[src/design/sgf_cmd_fifo.sv]
module sgf_cmd_fifo #(
  parameter type T = logic
) (
  input  logic clk,
  input  logic rst_n,
  input  logic push,
  input  T     push_data,
  output logic full,
  input  logic pop,
  output T     head,
  output logic empty
);

  localparam int DEPTH = 4;
  localparam int PTRW  = $clog2(DEPTH);

  T                mem_r [DEPTH];
  logic [PTRW-1:0] wr_ptr_r;
  logic [PTRW-1:0] rd_ptr_r;
  logic [PTRW:0]   count_r;
  logic            do_push;
  logic            do_pop;

  assign full    = (count_r == (PTRW+1)'(DEPTH));
  assign empty   = (count_r == '0);
  assign head    = mem_r[rd_ptr_r];
  assign do_push = push && !full;
  assign do_pop  = pop && !empty;

  always_ff @(posedge clk) begin
    if (do_push) begin
      mem_r[wr_ptr_r] <= push_data;
    end
  end

  always_ff @(posedge clk) begin
    if (!rst_n) begin
      wr_ptr_r <= '0;
      rd_ptr_r <= '0;
      count_r  <= '0;
    end else begin
      if (do_push) wr_ptr_r <= wr_ptr_r + 1'b1;
      if (do_pop)  rd_ptr_r <= rd_ptr_r + 1'b1;
      if (do_push && !do_pop) count_r <= count_r + 1'b1;
      else if (do_pop && !do_push) count_r <= count_r - 1'b1;
    end
  end

endmodule

[config.mk]
export PLATFORM = sky130hd
export DESIGN_NAME = sgf_cmd_fifo
export DESIGN_NICKNAME = d
export VERILOG_FILES = /design/src/design/sgf_cmd_fifo.sv
export SDC_FILE = /design/constraint.sdc
export NUM_CORES = 1
export LEC_CHECK = 0
export ABC_AREA = 1
export BUFFER_PORTS_ARGS = -buffer_cell sky130_fd_sc_hd__buf_2
export CORE_MARGIN = 10
export CORE_UTILIZATION = 50
export CTS_CLUSTER_SIZE = 8
export DETAILED_ROUTE_END_ITERATION = 8
export PLACE_DENSITY = 0.7
export SYNTH_ARGS = -nofsm -noshare
export SYNTH_HDL_FRONTEND = slang
export SYNTH_SLANG_ARGS = --single-unit
export TNS_END_PERCENT = 10
[constraint.sdc]
create_clock -name clk -period 2.5 [get_ports clk]
set_clock_uncertainty 0.15 [all_clocks]
set_input_delay 0.5 -clock clk [delete_from_list [all_inputs] [get_ports clk]]
set_output_delay 0.5 -clock clk [all_outputs]
set_load 0.1 [all_outputs]
==> impl_metrics.env <==
export IMPL_slew_headroom=0.678
export IMPL_ant_nets=0
export IMPL_clkLatencyLatePin_ps=260
export IMPL_clk_path_buf_depth=2
export IMPL_power_w=0.000899
export IMPL_cts_made_buffers=3
export IMPL_synth_seq_cells=13
export IMPL_setup_violations=0
export IMPL_wl_per_cell_um=9.47
export IMPL_path_cells="nor2_4 -> nand2_2 -> inv_1 -> buf_2"
export IMPL_drt_iter0_drc=9
export IMPL_antenna_found_initial=0
export IMPL_syn_nets=91
export IMPL_grt_usage=0.0716
export IMPL_syn_area_um2=659
export IMPL_cts_resized=0
export IMPL_seqPwrFrac=0.348
export IMPL_power_internal_w=0.000453
export IMPL_critPathArrivalTime_ps=1340
export IMPL_crit_type="reg2out"
export IMPL_die_width_um=56.3
export IMPL_cap_violations=0
export IMPL_grt_first_pass_wirelength_mm=1.84
export IMPL_nNetsFinal=103
export IMPL_startpoint_type="flop"
export IMPL_grt_pass1_vias=494
export IMPL_routed_wl_mm=1.00
export IMPL_avgSynthCellArea_um2=8.24
export IMPL_path_delay_family="buffers and inverters"
export IMPL_wl_met2_um=527
export IMPL_r2r_start="count_r[0]"
export IMPL_yosysWarnings=0
export IMPL_num_io_pins=8
export IMPL_vias_per_cell=4.73
export IMPL_worstPathRequired_ps=1850
export IMPL_firstDrtPassIters=4
export IMPL_ir_drop_uv=528
export IMPL_path_clk_slew_ps=80
export IMPL_status="finished clean"
export IMPL_worstSetupEndpointType="primary output"
export IMPL_finalWeightedCongestion=0.712
export IMPL_hpwl_um=852
export IMPL_hold_start="push_data"
export IMPL_p_sw_frac=0.496
export IMPL_cts_root_buffer="clkbuf_4"
export IMPL_syn_to_final_growth_pct=13.3
export IMPL_grt_max_degree=8
export IMPL_cts_tree="yes"
export IMPL_crit_slowest_cell="buf_2"
export IMPL_n_antenna_cell=0
export IMPL_cts_hold_buf=0
export IMPL_rsz0062_at_grt="false"
export IMPL_slowest_delay_ps=410
export IMPL_ys_types=17
export IMPL_path_buf_inv=2
export IMPL_cts_sinks=13
export IMPL_start_util=0.520
export IMPL_ys_seq_area_frac=0.455
export IMPL_netSwitchingPower_w=0.000446
export IMPL_routed_top_layer="met4"
export IMPL_wl_met1_um=415
export IMPL_hold_class="in2reg"
export IMPL_wl_met3_um=53
export IMPL_cts_htree_levels=1
export IMPL_slew_viol_final=0
export IMPL_power_density_nw_per_um2=1200
export IMPL_synthCells=80
export IMPL_port_buffers=7
export IMPL_die_h_um=56.3
export IMPL_fmax_mhz=503
export IMPL_worstSetupStartpoint="count_r[1]"
export IMPL_min_period_ps=1990
export IMPL_p_leak_nw=0.360
export IMPL_p_clk_frac=0.135
export IMPL_die_area_um2=3170
export IMPL_drc=0
export IMPL_fin_tns_setup_ps=0
export IMPL_drive_gt1_frac=0.187
export IMPL_grt_overflow_total=0
export IMPL_timing_hold_violations_final=0
export IMPL_post_cts_buffers=0
export IMPL_rows=13
export IMPL_worstMarginPinSlew_ps=487
export IMPL_cp_max_fo=4
export IMPL_core_area_um2=1270
export IMPL_pwr_share_comb=0.516
export IMPL_fin_crit_sh=0.795
export IMPL_num_vias=501
==> synthesized netlist by cell type <==
library cell  instances  area share
nor2_1               13       0.074
nand2_2               3       0.028
a21oi_1               4       0.030
dfxtp_1               9        0.27
xor2_1                1       0.013
a32oi_1               1       0.013
inv_2                 1      0.0057
nand3_1               4       0.030
fa_1                  1       0.030
nand3b_1              1       0.011
edfxtp_1              4        0.18
nand2_4               1       0.017
nor2_4                1       0.017
nand2_1              14       0.080
ha_1                  5       0.095
inv_1                16       0.091
o21ai_0               1      0.0076
==> cell type report <==
cell class | count | area [um^2]
sequential | 13 | 300
multi-input combinational | 50 | 303
tap | 15 | 18.8
timing repair buffer | 7 | 35.0
inverter | 17 | 63.8
fill | 126 | 522
clock buffer | 4 | 26.3
==> worst register-to-register path, stage by stage, from the launching register on <==
cell and delay (ps):
dfxtp_1 440, nor2_4 60, nand2_2 110, nand2_4 80
inv_2 70, ha_1 160, inv_1 70, fa_1 380
inv_1 70, nand2_1 50, nand3_1 90, nand2_1 50
nand2_1 50, nor2_1 30
==> layer usage <==
metal / GRT usage / vias to the layer above
met5: 0 / -
met4: 0.0412 / 0
met3: 0.0315 / 2
met2: 0.122 / 7
met1: 0.0702 / 224
li1: - / 268
==> cells in the final DEF (no fill, tap or decap), types with 3 or more instances in the layout <==
cell and n:
edfxtp_1 4, buf_2 7, inv_1 16, clkbuf_4 3, nor2_1 13, a21oi_1 4
dfxtp_1 9, nand2_1 14, ha_1 5, nand3_1 4, nand2_2 3
==> power groups by stage <==
| stage | Clock, W | Combinational (W) | Sequential [W] |
|---|---|---|---|
| finish | 0.000122 | 0.000464 | 0.000313 |
| global route | 0.000136 | 0.000517 | 0.000324 |
| CTS | 0.000127 | 0.000468 | 0.000315 |
| detailed placement | 0 | 0.000465 | 0.000319 |
| global placement | 0 | 0.000457 | 0.000316 |
| floorplan | 0 | 0.000398 | 0.000310 |
==> worst paths after layout <==
path                     end  slack, ps  cells after the start
setup / recovery        full        510                      4
hold / removal      mem_r[3]        300                      1
setup reg to reg  count_r[2]        540                     13
hold reg to reg         flop        360                      2
==> cells by family (layout without fill, tap and decap cells) <==
kind of cell             Yosys count  after routing  share of synthesized area
AO/OA/AOI/OAI                      6              6                     0.0512
XOR/XNOR                           1              1                     0.0133
adder cells (fa/ha/maj)            6              6                      0.125
buffers and inverters             17             28                     0.0968
flip-flops                        13             13                      0.455
AND/OR/NAND/NOR                   37             37                      0.258
==> metrics by stage <==
step	utilization	area (um^2)	instances	setup WS [ps]	hold slack, ps
floorplan	-	667	80	482	314
global placement	0.568	721	102	556	340
detailed placement	0.568	721	102	501	359
CTS	0.589	747	106	488	289
global route	0.589	747	106	390	286
finish	0.589	747	106	512	295
No activity file was read; power rests on OpenSTA's default activity.
